### src/design/lmts_pkg.sv
// ----------------------------------------------------------------------------
// lmts_pkg - LCD mode timing sequencer definitions
// Mode codes, phase durations, line limits, interrupt enable bits and register indexes.
// ----------------------------------------------------------------------------
`default_nettype none

package lmts_pkg;

   // LCD status mode codes
   typedef enum logic [1:0] {
      MODE_HBLANK = 2'd0,
      MODE_VBLANK = 2'd1,
      MODE_OAM    = 2'd2,
      MODE_XFER   = 2'd3
   } mode_type;

   // phase durations in machine cycles
   localparam logic [15:0] DUR_HBLANK = 16'd51;
   localparam logic [15:0] DUR_VLINE  = 16'd114;
   localparam logic [15:0] DUR_OAM    = 16'd20;
   localparam logic [15:0] DUR_XFER   = 16'd43;

   // line limits
   localparam logic [7:0] LINE_VBLANK = 8'd144;
   localparam logic [7:0] LINE_LAST   = 8'd153;

   // interrupt enable bit positions
   localparam int EN_HBLANK = 0;
   localparam int EN_VBLANK = 1;
   localparam int EN_OAM    = 2;
   localparam int EN_LYC    = 3;

   // configuration register indexes
   localparam logic [7:0] CSR_STAT_IRQ_ENABLES = 8'd0;
   localparam logic [7:0] CSR_COMPARE_LINE     = 8'd1;

endpackage : lmts_pkg

`default_nettype wire

### src/design/lcd_mode_timing_sequencer.sv
// ----------------------------------------------------------------------------
// lcd_mode_timing_sequencer - LCD status mode and scan line timing
// Accumulates elapsed machine cycles, steps through OAM search, transfer,
// H-blank and V-blank lines, tracks the scan line and raises interrupts.
// ----------------------------------------------------------------------------
//  channel  | direction | handshake              | payload
//  req_     | in        | req_valid / req_stall  | elapsed_cycles[4:0]
//  rsp_     | out       | rsp_valid / rsp_stall  | lcd_mode, current_line,
//           |           |                        | coincidence, pulses
//  csr_     | in        | csr_valid / csr_ready  | csr_index[7:0], csr_data[7:0]
//
//  One item per clock while req_stall is low; each result appears in the next cycle.
//  The accumulate, compare and subtract path lies between the state registers
//  and the result register. csr_ready is always high.
//  Synchronous active-high reset clears all state except the result payload.
//  req_stall is high only while a result is held and rsp_stall is high.
// ----------------------------------------------------------------------------
`default_nettype none

module lcd_mode_timing_sequencer (
   input  wire logic       clock,
   input  wire logic       reset,
   // tick items
   input  wire logic       req_valid,
   output logic            req_stall,
   input  wire logic [4:0] req_elapsed_cycles,
   // result items
   output logic            rsp_valid,
   input  wire logic       rsp_stall,
   output logic [1:0]      rsp_lcd_mode,
   output logic [7:0]      rsp_current_line,
   output logic            rsp_coincidence,
   output logic            rsp_vblank_irq,
   output logic            rsp_lcd_irq,
   output logic            rsp_render_line,
   // configuration writes
   input  wire logic       csr_valid,
   output logic            csr_ready,
   input  wire logic [7:0] csr_index,
   input  wire logic [7:0] csr_data
);

   // state
   logic [15:0]             accum_ff, accum_in;
   lmts_pkg::mode_type      mode_ff, mode_in;
   logic [7:0]              line_ff, line_in;
   logic                    coin_ff, coin_in;
   logic [3:0]              enables_ff;
   logic [7:0]              compare_ff;

   // result register
   logic                    rsp_valid_ff;
   logic [1:0]              rsp_mode_ff;
   logic [7:0]              rsp_line_ff;
   logic                    rsp_coin_ff;
   logic                    rsp_vb_ff, rsp_vb_in;
   logic                    rsp_lcd_ff, rsp_lcd_in;
   logic                    rsp_render_ff, rsp_render_in;

   logic                    req_accept;
   logic [16:0]             sum_w;
   logic [15:0]             accum_sat;
   logic [15:0]             dur;
   logic                    done;
   logic [7:0]              line_inc;
   logic                    line_eq;

   // handshake: the result register frees up when its item is taken
   assign req_stall  = rsp_valid_ff & rsp_stall;
   assign req_accept = req_valid & ~req_stall;
   assign csr_ready  = 1'b1;

   // saturating accumulate and phase-end test
   assign sum_w     = {1'b0, accum_ff} + 17'(req_elapsed_cycles);
   assign accum_sat = sum_w[16] ? 16'hFFFF : sum_w[15:0];
   assign line_inc  = line_ff + 8'd1;
   assign line_eq   = (line_inc == compare_ff);

   always_comb begin
      case (mode_ff)
         lmts_pkg::MODE_HBLANK: dur = lmts_pkg::DUR_HBLANK;
         lmts_pkg::MODE_VBLANK: dur = lmts_pkg::DUR_VLINE;
         lmts_pkg::MODE_OAM:    dur = lmts_pkg::DUR_OAM;
         default:               dur = lmts_pkg::DUR_XFER;
      endcase
   end

   assign done = (accum_sat >= dur);

   // next state
   always_comb begin
      accum_in = accum_sat;
      mode_in  = mode_ff;
      line_in  = line_ff;
      coin_in  = coin_ff;
      if (done) begin
         accum_in = accum_sat - dur;
         case (mode_ff)
            lmts_pkg::MODE_HBLANK: begin
               line_in = line_inc;
               coin_in = line_eq;
               mode_in = (line_inc == lmts_pkg::LINE_VBLANK) ?
                         lmts_pkg::MODE_VBLANK : lmts_pkg::MODE_OAM;
            end
            lmts_pkg::MODE_VBLANK: begin
               coin_in = line_eq;
               if (line_inc == lmts_pkg::LINE_LAST) begin
                  line_in = 8'd0;
                  mode_in = lmts_pkg::MODE_OAM;
               end else begin
                  line_in = line_inc;
               end
            end
            lmts_pkg::MODE_OAM: mode_in = lmts_pkg::MODE_XFER;
            default:            mode_in = lmts_pkg::MODE_HBLANK;
         endcase
      end
   end

   // pulse outputs
   always_comb begin
      rsp_vb_in     = 1'b0;
      rsp_lcd_in    = 1'b0;
      rsp_render_in = 1'b0;
      if (done) begin
         case (mode_ff)
            lmts_pkg::MODE_HBLANK: begin
               rsp_vb_in = (line_inc == lmts_pkg::LINE_VBLANK);
               // entering V-blank raises the V-blank enable, not the OAM one
               rsp_lcd_in = (line_eq & enables_ff[lmts_pkg::EN_LYC]) |
                            (rsp_vb_in ? enables_ff[lmts_pkg::EN_VBLANK]
                                       : enables_ff[lmts_pkg::EN_OAM]);
            end
            lmts_pkg::MODE_VBLANK: begin
               rsp_lcd_in = (line_eq & enables_ff[lmts_pkg::EN_LYC]) |
                            ((line_inc == lmts_pkg::LINE_LAST) &
                             enables_ff[lmts_pkg::EN_OAM]);
            end
            lmts_pkg::MODE_OAM: rsp_lcd_in = 1'b0;
            default: begin
               rsp_render_in = 1'b1;
               rsp_lcd_in    = enables_ff[lmts_pkg::EN_HBLANK];
            end
         endcase
      end
   end

   // state and configuration registers
   always_ff @(posedge clock) begin
      if (reset) begin
         accum_ff   <= '0;
         mode_ff    <= lmts_pkg::MODE_HBLANK;
         line_ff    <= '0;
         coin_ff    <= 1'b0;
         enables_ff <= '0;
         compare_ff <= '0;
      end else begin
         if (req_accept) begin
            accum_ff <= accum_in;
            mode_ff  <= mode_in;
            line_ff  <= line_in;
            coin_ff  <= coin_in;
         end
         if (csr_valid) begin
            case (csr_index)
               lmts_pkg::CSR_STAT_IRQ_ENABLES: enables_ff <= csr_data[3:0];
               lmts_pkg::CSR_COMPARE_LINE:     compare_ff <= csr_data;
               default: ;
            endcase
         end
      end
   end

   // result valid
   always_ff @(posedge clock) begin
      if (reset) begin
         rsp_valid_ff <= 1'b0;
      end else if (req_accept) begin
         rsp_valid_ff <= 1'b1;
      end else if (!rsp_stall) begin
         rsp_valid_ff <= 1'b0;
      end
   end

   // result payload
   always_ff @(posedge clock) begin
      if (req_accept) begin
         rsp_mode_ff   <= mode_in;
         rsp_line_ff   <= line_in;
         rsp_coin_ff   <= coin_in;
         rsp_vb_ff     <= rsp_vb_in;
         rsp_lcd_ff    <= rsp_lcd_in;
         rsp_render_ff <= rsp_render_in;
      end
   end

   assign rsp_valid        = rsp_valid_ff;
   assign rsp_lcd_mode     = rsp_mode_ff;
   assign rsp_current_line = rsp_line_ff;
   assign rsp_coincidence  = rsp_coin_ff;
   assign rsp_vblank_irq   = rsp_vb_ff;
   assign rsp_lcd_irq      = rsp_lcd_ff;
   assign rsp_render_line  = rsp_render_ff;

   // checks
   a_line_range : assert property (@(posedge clock) disable iff (reset)
      line_ff <= lmts_pkg::LINE_LAST)
      else $error("scan line beyond last line");

   a_render_mode : assert property (@(posedge clock) disable iff (reset)
      (rsp_valid_ff && rsp_render_ff) |-> (rsp_mode_ff == lmts_pkg::MODE_HBLANK))
      else $error("render pulse outside H-blank entry");

   a_vblank_entry : assert property (@(posedge clock) disable iff (reset)
      (rsp_valid_ff && rsp_vb_ff) |->
         (rsp_mode_ff == lmts_pkg::MODE_VBLANK && rsp_line_ff == lmts_pkg::LINE_VBLANK))
      else $error("V-blank pulse not at V-blank entry");

   a_stall_held : assert property (@(posedge clock) disable iff (reset)
      req_stall |-> rsp_valid_ff)
      else $error("input stalled with empty result register");

   a_accum_step : assert property (@(posedge clock) disable iff (reset)
      (req_accept && !done) |=> (accum_ff >= $past(accum_ff)))
      else $error("accumulator dropped without a phase end");

endmodule : lcd_mode_timing_sequencer

`default_nettype wire

### config.mk
export PLATFORM = sky130hd
export DESIGN_NAME = lcd_mode_timing_sequencer
export DESIGN_NICKNAME = d
export VERILOG_FILES = /design/src/design/lmts_pkg.sv /design/src/design/lcd_mode_timing_sequencer.sv
export SDC_FILE = /design/constraint.sdc
export NUM_CORES = 1
export LEC_CHECK = 0
export ABC_AREA = 1
export BUFFER_PORTS_ARGS = -buffer_cell sky130_fd_sc_hd__buf_2
export CORE_UTILIZATION = 58
export DETAILED_ROUTE_END_ITERATION = 6
export GPL_ROUTABILITY_DRIVEN = 1
export PLACE_DENSITY = 0.86
export SYNTH_ARGS = -nofsm -noshare
export SYNTH_HDL_FRONTEND = slang
export SYNTH_SLANG_ARGS = --single-unit
### constraint.sdc
create_clock -name clock -period 5.45 [get_ports clock]
set_clock_uncertainty 0.1 [all_clocks]
set_input_delay 0.8175 -clock clock [delete_from_list [all_inputs] [get_ports clock]]
set_output_delay 0.8175 -clock clock [all_outputs]
set_load 0.05 [all_outputs]
==> flow_summary.yaml, run 1 <==
cts:
  cts_tree: "yes"
  clock_tree.htree_level_count: 2
  clock_path_buffers: 2
  cts_hold_buffers: 0
  clk_pin_slew_ns: 0.10
  cts_resized: 0
  clock_sinks: 54
  cts_setup_buffers: 0
  clk_latency_ns: 0.32
  cts_buffers: 5
  clockRootBuffer: "clkbuf_8"
synthesis:
  synth_edf_count: 14
  synth_cell_types: 40
  synth_top_area_share_pct: 19.7
  yosysMostFrequentCell: "nand2_1"
  synthArstFlopShare_pct: 0
  yosys-top-cells-area: "dfxtp_1 20%, nand2_1 13%, edfxtp_1 10%"
  yosysWarningCount: 0
  synth_nets: 655
  syn-cell-area_um2: 4070
  syn_inst: 607
  synthFlopType: "dfxtp_1"
  synth_seq_area_share_pct: 30.0
  ys_seq_elements: 54
  ys_top_cells_by_count: "136 x nand2_1, 85 x inv_1, 60 x nor2_1"
  syn_avg_cell_area_um2: 6.71
  synth_top_area_cell: "dfxtp_1"
power_and_ir_drop:
  ir_drop_mv: 0.226
  p_leak_nw: 2.24
  p_per_area_nw_per_um2: 389
cells_and_area:
  fin_area_um2: 4420
  area_growth_syn_to_layout_pct: 8.57
  drive_gt1_share_pct: 12.2
  diodes: 0
  nNetsFinal: 686
  filler_cell_count: 622
sta:
  setup_viol: 0
  min_period_ns: 4.61
  slew_headroom_pct: 64.2
  max_clock_freq_ghz: 0.217
  slew_viol_final: 0
  period_share_pct: 84.6
  grt_setup_unrepaired: "false"
  tightest_slew_ns: 0.535
  setup_tns_ns: 0
  hold_violations: 0
global_routing:
  grt_pass1_vias: 3551
  grtUsageTotal_pct: 28.0
  grt_max_degree: 45
  antenna_found_initial: 0
  gr-total-overflow: 0
  grt_first_pass_wirelength_um: 16600
die:
  initial_core_util_pct: 59.9
  fp-row-count: 30
  ios: 43
  die_area_um2: 7360
  chipWidth_um: 85.8
  die_h_um: 85.8
  core_area_um2: 6790
drt:
  viasPerCell: 5.52
  wl_per_cell_um: 13.2
  drtAntennaViolNets: 0
  drtPass1Iterations: 5
  drc: 0
  vias: 4058
  routed_wl_um: 9690
  drtIter0Drc: 400
critical_path:
  critPathLaunchType: "input pin"
  crit_arrival_ns: 4.78
  crit_required_ns: 5.62
  end_kind: "register"
  critPathKind: "input pin to register"
  cp_max_fo: 28
placement:
  hpwl_um: 7250
  gp_congestion: 0.913
  place_area_um2: 4310
  io_buffer_count: 41
status:
  status: "complete, no violations"
run:
  max-cap-violations: 0
hold_path:
  hold_class: "register to register"
area by class of cell:
cell class,count,area (um^2),share of cell area [%]
Inverter,89,334,7.56
Multi-Input combinational cell,444,2410,54.4
Sequential cell,54,1220,27.6
Clock inverter,2,18.8,0.424
Tap cell,96,120,2.72
Timing Repair Buffer,44,228,5.15
Clock buffer,6,93.8,2.12
sequential cells by signal (all words and copies together) (netlist names):
name / count
compare_ff: 8
rsp_render_line: 1
line_ff: 8
coin_ff: 1
rsp_vblank_irq: 1
accum_ff: 16
rsp_lcd_mode: 2
rsp_lcd_irq: 1
mode_ff: 2
enables_ff: 4
rsp_current_line: 8
rsp_coincidence: 1
rsp_valid: 1
power by group:
part           internal (mW)  leakage [nW]  switching [mW]  total (mW)
combinational          0.317          1.72           0.613       0.930
clock                  0.122        0.0545           0.146       0.268
sequential             0.472         0.468          0.0491       0.521
per-layer routing:
metal	vias to the layer above	global-route usage (%)	wire length (um)
li1	2049	-	-
met1	1821	40.8	4690
met2	176	44.4	4200
met3	12	3.95	699
met4	0	6.06	100
met5	-	0	0
worst max-delay path, cell delays in order:
cell	delay, ns
buf_2	0.08
ha_1	0.21
inv_1	0.07
fa_1	0.40
inv_1	0.11
nand3_1	0.11
nand2_2	0.11
nand3_1	0.11
a21oi_1	0.38
nor2_1	0.11
ha_1	0.24
fa_1	0.40
inv_1	0.07
nand2_1	0.04
o21ai_0	0.36
inv_1	0.12
nor3_1	0.25
nor2_2	0.09
nand3_4	0.28
o21ai_0	0.19
nand3_1	0.11
nand2_1	0.07
inv_1	0.05
kinds of logic after synthesis:
family                     count (synthesis)  share of synthesized area [%]
AOI/OAI and AO/OA                         87                           11.8
buffers and inverters                    109                           11.1
xor gates and xnor gates                  21                           4.52
DFF                                       54                           30.0
other                                      1                         0.0921
adders and majority gates                 22                           7.13
and+or+nand+nor                          313                           35.4
cell usage in the layout, fill, tap and decap left out, types with 2 or more instances in the layout:
master and n:
nand2_1 136, inv_1 85, nor2_1 59, nand3_1 58
buf_2 41, a21oi_1 40, dfxtp_1 40, o21ai_0 31
nand4_1 29, ha_1 20, edfxtp_1 14, xor2_1 12
xnor2_1 9, nor2_2 7, nand3_2 5, a211oi_1 5
clkbuf_8 5, nand2_2 4, o21bai_1 4, nand3b_1 3
nor3_1 3, o221ai_1 3, buf_4 3, nor2_4 2
clkinv_1 2, inv_2 2, or2_2 2, fa_1 2
final timing paths:
check / from / to / depth (start not counted) / slack [ns]
max reg2reg: accum_ff[0]$_SDFFE_PP0P_ / line_ff[2]$_SDFFE_PP0P_ / 22 / 1.05
min: accum_ff[2]$_SDFFE_PP0P_ / accum_ff[2]$_SDFFE_PP0P_ / 2 / 0.38
min reg2reg: accum_ff[2]$_SDFFE_PP0P_ / accum_ff[2]$_SDFFE_PP0P_ / 2 / 0.38
max: req_elapsed_cycles[0] / line_ff[2]$_SDFFE_PP0P_ / 23 / 0.84
metrics by stage:
stage / hold slack, ns / setup slack [ns] / utilization [%] / power [mW] / cells
final: 0.378 / 0.838 / 65.1 / 1.72 / 735
after global routing: 0.402 / 0.495 / 65.1 / 1.86 / 735
after CTS: 0.382 / 0.894 / 65.1 / 1.71 / 735
after detailed placement: 0.367 / 0.562 / 63.4 / 1.44 / 727
after global placement: 0.363 / 0.809 / 63.4 / 1.42 / 727
after floorplan: 0.344 / 1.22 / - / 1.27 / 607
No activity file was read; power rests on OpenSTA's default activity.
==> run 2: changes to the inputs <==
- CORE_UTILIZATION: 58 -> 54
- PLACE_DENSITY: 0.86 -> 0.84
- clock period: 5.45 -> 4.1 ns (I/O delays scaled with it)
==> flow_summary.yaml, run 2 (synthesis gave the netlist of run 1 again) <==
cts:
  clk_latency_ns: 0.31
  clockRootBuffer: "clkbuf_8"
  clock_tree.htree_level_count: 2
  cts_setup_buffers: 0
  clock_sinks: 54
  clk_pin_slew_ns: 0.10
  clock_path_buffers: 2
  cts_tree: "yes"
  cts_buffers: 5
cells_and_area:
  regArea_um2: 1220
  largest_register_ff_count: 16
  instances_no_fill: 745
  final_common_cell: "nand2_1"
  diodes: 0
  multi_input_area_um2: 2410
  final_cell_mix: "136 x nand2_1, 85 x inv_1, 59 x nor2_1, 58 x nand3_1, 41 x buf_2"
  nNetsFinal: 693
  top_register: "accum_ff"
  area_growth_syn_to_layout_pct: 9.68
  drive_gt1_share_pct: 13.5
  filler_cell_count: 654
die:
  chipWidth_um: 88.8
  initial_core_util_pct: 56.1
  die_area_um2: 7890
  die_h_um: 88.8
  fp-row-count: 31
  core_area_um2: 7250
  ios: 43
drt:
  drc: 0
  routed_wl_um: 10300
  wl_met3_um: 856
  drtAntennaViolNets: 0
  viasPerCell: 5.66
  wl_met1_um: 4420
  wl_per_cell_um: 13.8
  drtPass1Iterations: 6
  top_layer: "met4"
  vias: 4214
  wl_met2_um: 4780
  drtIter0Drc: 401
hold_path:
  hold_class: "register to register"
sta:
  setup_viol: 0
  hold_violations: 0
  fin_hold_ws_ns: 0.376
  slew_viol_final: 0
  min_period_ns: 3.81
  period_share_pct: 92.8
  max_clock_freq_ghz: 0.263
  grt_setup_unrepaired: "false"
  setup_tns_ns: 0
global_routing:
  grtUsageTotal_pct: 27.0
  grt_pass1_vias: 3729
  gr-total-overflow: 0
  grt_max_degree: 45
  antenna_found_initial: 0
  grt_first_pass_wirelength_um: 16700
status:
  status: "complete, no violations"
power_and_ir_drop:
  power_mw: 2.32
  p_per_area_nw_per_um2: 520
  p_leak_nw: 2.27
  ir_drop_mv: 0.264
placement:
  hpwl_um: 7700
  gp_congestion: 0.933
  place_inst: 737
  io_buffer_count: 41
critical_path:
  crit_arrival_ns: 3.97
  critPathLaunchType: "input pin"
  timing.rr.end: "line_ff[0]$_SDFFE_PP0P_"
  worstSetupStartpoint: "req_elapsed_cycles[0]"
  reg2reg_depth: 22
  critPathKind: "input pin to register"
  cp_max_fo: 28
  regToRegSetupSlack_ns: 0.31
  rr_startpoint: "accum_ff[0]$_SDFFE_PP0P_"
  end_kind: "register"
  crit_required_ns: 4.27
  endpoint: "line_ff[0]$_SDFFE_PP0P_"
run:
  max-cap-violations: 0
[run 2: how the worst min path moves through the flow]
stage                               start                    endpoint  cells past startpoint
5_1_grt          accum_ff[0]$_SDFFE_PP0P_    accum_ff[0]$_SDFFE_PP0P_                      2
3_3_place_gp   compare_ff[6]$_SDFFE_PP0P_  compare_ff[6]$_SDFFE_PP0P_                      2
3_5_place_dp   compare_ff[6]$_SDFFE_PP0P_  compare_ff[6]$_SDFFE_PP0P_                      2
6_report       compare_ff[6]$_SDFFE_PP0P_  compare_ff[6]$_SDFFE_PP0P_                      2
4_1_cts        compare_ff[6]$_SDFFE_PP0P_  compare_ff[6]$_SDFFE_PP0P_                      2
2_1_floorplan  compare_ff[6]$_SDFFE_PP0P_  compare_ff[6]$_SDFFE_PP0P_                      2
[run 2: power breakdown]
part / internal, mW / switching (mW)
clock network: 0.140 / 0.190
logic: 0.446 / 0.846
registers: 0.628 / 0.0704
total: 1.21 / 1.11
[run 2: layer usage]
| metal | vias up | GRT usage (%) |
|---|---|---|
| li1 | 2068 | - |
| met1 | 1893 | 35.8 |
| met2 | 226 | 44.1 |
| met3 | 27 | 4.01 |
| met4 | 0 | 11.0 |
| met5 | - | 0 |
[run 2: critical path, stage by stage]
cell	delay [ns]
buf_2	0.08
ha_1	0.15
inv_1	0.05
fa_1	0.39
inv_1	0.09
nand3_1	0.10
nand2_2	0.11
nand3_1	0.11
a21oi_2	0.19
nor2_1	0.08
ha_1	0.23
fa_1	0.41
inv_1	0.07
nand2_1	0.05
o21ai_1	0.18
inv_1	0.10
nor3_2	0.19
nor2_2	0.08
nand3_4	0.27
o21ai_0	0.19
nand3_1	0.12
nand2_1	0.07
inv_1	0.05
[run 2: stage by stage]
step / utilization, % / worst slack (ns) / area, um^2
2_1_floorplan: - / 0.0764 / 4070
3_3_place_gp: 60.1 / 0.118 / 4360
3_5_place_dp: 60.1 / -0.0598 / 4360
4_1_cts: 61.5 / 0.250 / 4460
5_1_grt: 61.6 / 0.00350 / 4470
6_report: 61.6 / 0.295 / 4470
[run 2: final cells by class]
| class | count | area share [%] |
|---|---|---|
| multi-input cells | 444 | 53.9 |
| clock inverters | 2 | 0.336 |
| well taps | 99 | 2.77 |
| repair buffers | 51 | 6.27 |
| clock buffers | 6 | 1.85 |
| flip-flops and latches | 54 | 27.3 |
| inverters | 89 | 7.48 |
[run 2: timing repair]
action,in CTS,in global routing
hold buffers,0,0
hold endpoints to repair,0,0
setup endpoints to repair,0,33
gates resized for setup,0,3
==> run 3: changes to the inputs <==
- ABC_AREA: 1 -> 0
==> flow_summary.yaml, run 3 <==
status:
  status: "complete, no violations"
placement:
  place_inst: 606
  io_buffer_count: 41
  gp_congestion: 0.937
  place_ws_ns: -0.239
  place_area_um2: 4540
  hpwl_um: 7550
synthesis:
  ys_top_cells_by_count: "50 x nor2_1, 48 x nand2_1, 40 x dfxtp_1"
  synth_compound_area_share_pct: 21.8
  yosysWarningCount: 0
  yosys.area_share.simple_pct: 22.7
  yosysMostFrequentCell: "nor2_1"
  yosys.area_share.xor_xnor_pct: 6.97
  syn_avg_cell_area_um2: 8.51
  synth_top_area_cell: "dfxtp_1"
  synth_nets: 506
  yosys-top-cells-area: "dfxtp_1 21%, edfxtp_1 11%, ha_1 6.4%"
  syn-cell-area_um2: 3900
  synth_top_area_share_pct: 20.5
  synth_seq_area_share_pct: 31.3
  synth.area.mux_share_pct: 5.17
  synthFlopType: "dfxtp_1"
  synthArstFlopShare_pct: 0
  synth_cell_types: 73
  synth_top_family_by_area: "simple AND/OR/NAND/NOR gates"
  ys_seq_elements: 54
  synth_edf_count: 14
  yosys.area_share.adder_pct: 7.45
  syn_inst: 458
global_routing:
  grtUsageTotal_pct: 27.2
  grt_max_degree: 37
  gr-total-overflow: 0
  grt_pass1_vias: 3393
  grt_first_pass_wirelength_um: 16200
  antenna_found_initial: 0
cts:
  cts_hold_buffers: 0
  clk_latency_ns: 0.31
  clock_sinks: 54
  clock_tree.htree_level_count: 2
  clk_pin_slew_ns: 0.10
  cts_tree: "yes"
  cts_buffers: 5
  clockRootBuffer: "clkbuf_8"
  clock_path_buffers: 2
die:
  die_h_um: 87.0
  initial_core_util_pct: 56.7
  die_area_um2: 7560
  ios: 43
  chipWidth_um: 87.0
  core_area_um2: 6870
  fp-row-count: 30
sta:
  tightest_slew_ns: 0.884
  setup_slack_ns: 0.0695
  slew_viol_final: 0
  setup_viol: 0
  period_share_pct: 98.3
  min_period_ns: 4.03
  hold_violations: 0
  slew_headroom_pct: 40.5
  setup_tns_ns: 0
  max_clock_freq_ghz: 0.248
  fin_hold_ws_ns: 0.376
critical_path:
  critPathKind: "input pin to register"
  crit_arrival_ns: 4.14
  cp_max_fo: 7
  critPathLaunchType: "input pin"
  crit_required_ns: 4.21
  end_kind: "register"
cells_and_area:
  area_growth_syn_to_layout_pct: 22.1
  final_common_cell: "nor2_1"
  largest_register_ff_count: 16
  multi_input_area_um2: 2730
  fin_area_um2: 4760
  drive_gt1_share_pct: 26.0
  filler_cell_count: 517
  diodes: 0
  top_register: "accum_ff"
  instances_no_fill: 620
  nNetsFinal: 571
  regArea_um2: 1220
  final_cell_mix: "50 x nor2_1, 44 x nand2_1, 41 x buf_2, 39 x dfxtp_1, 37 x buf_4"
drt:
  vias: 3707
  drtAntennaViolNets: 0
  drc: 0
  wl_per_cell_um: 16.0
  routed_wl_um: 9940
  viasPerCell: 5.98
  drtPass1Iterations: 5
  drtIter0Drc: 263
run:
  max-cap-violations: 0
power_and_ir_drop:
  p_per_area_nw_per_um2: 818
  ir_drop_mv: 0.653
  p_leak_nw: 1.96
hold_path:
  hold_class: "register to register"
## run 3: repair_timing
item	CTS	global route
gates resized for setup	0	12
endpoints found under the setup margin	0	6
buffers inserted	0	6
## run 3: layout make-up
class	count	share of cell area [%]
Inverter	20	1.58
Tap cell	96	2.52
Timing Repair Buffer	79	10.6
Multi-Input combinational cell	363	57.3
Clock buffer	5	1.45
Clock inverter	3	0.894
Sequential cell	54	25.7
## run 3: worst paths after layout
check / startpoint / endpoint / cells past startpoint / slack, ns
min reg2reg: accum_ff[0]$_SDFFE_PP0P_ / accum_ff[0]$_SDFFE_PP0P_ / 2 / 0.38
min: accum_ff[0]$_SDFFE_PP0P_ / accum_ff[0]$_SDFFE_PP0P_ / 2 / 0.38
max: req_elapsed_cycles[0] / accum_ff[9]$_SDFFE_PP0P_ / 19 / 0.07
max reg2reg: accum_ff[0]$_SDFFE_PP0P_ / accum_ff[9]$_SDFFE_PP0P_ / 18 / 0.12
## run 3: layer usage
layer	track usage (%)	vias up	share of wire, %
li1	-	1788	-
met4	5.76	0	1.2
met2	46.0	130	48
met3	4.36	11	4.8
met5	0	-	0
met1	36.5	1778	46
## run 3: per-stage QoR
stage	total power, mW	utilization [%]
final	3.89	69.3
after global routing	4.17	69.3
after CTS	3.66	67.7
after detailed placement	3.28	66.0
after global placement	3.20	66.0
after floorplan	2.63	-
## run 3: kinds of logic (layout without fill, tap and decap cells)
family          count (synthesis)  in the layout
compound gates                112            112
xor+xnor                       31             31
fa+ha+maj                      22             22
buf+inv                        41            107
flops                          54             54
mux                            20             20
other cells                     1              1
simple gates                  177            177
## run 3: worst max-delay path, cell delays in order
cell and delay (ns):
buf_2 0.10, ha_4 0.13, inv_2 0.03, fa_2 0.33, nand2b_4 0.15, a21o_4 0.20
a21o_1 0.19, or2_4 0.31, nand2_4 0.10, ha_4 0.20, nor2b_1 0.12, o21ai_1 0.21
a21oi_2 0.10, o41ai_2 0.38, nand2_2 0.15, a31oi_4 0.24, or3b_4 0.41, o311ai_2 0.09
nand2_1 0.07
## run 3: power breakdown
| part | switching (mW) | total, mW | internal, mW |
|---|---|---|---|
| clock network | 0.179 | 0.361 | 0.182 |
| registers | 0.136 | 0.800 | 0.663 |
| logic | 1.48 | 2.73 | 1.25 |
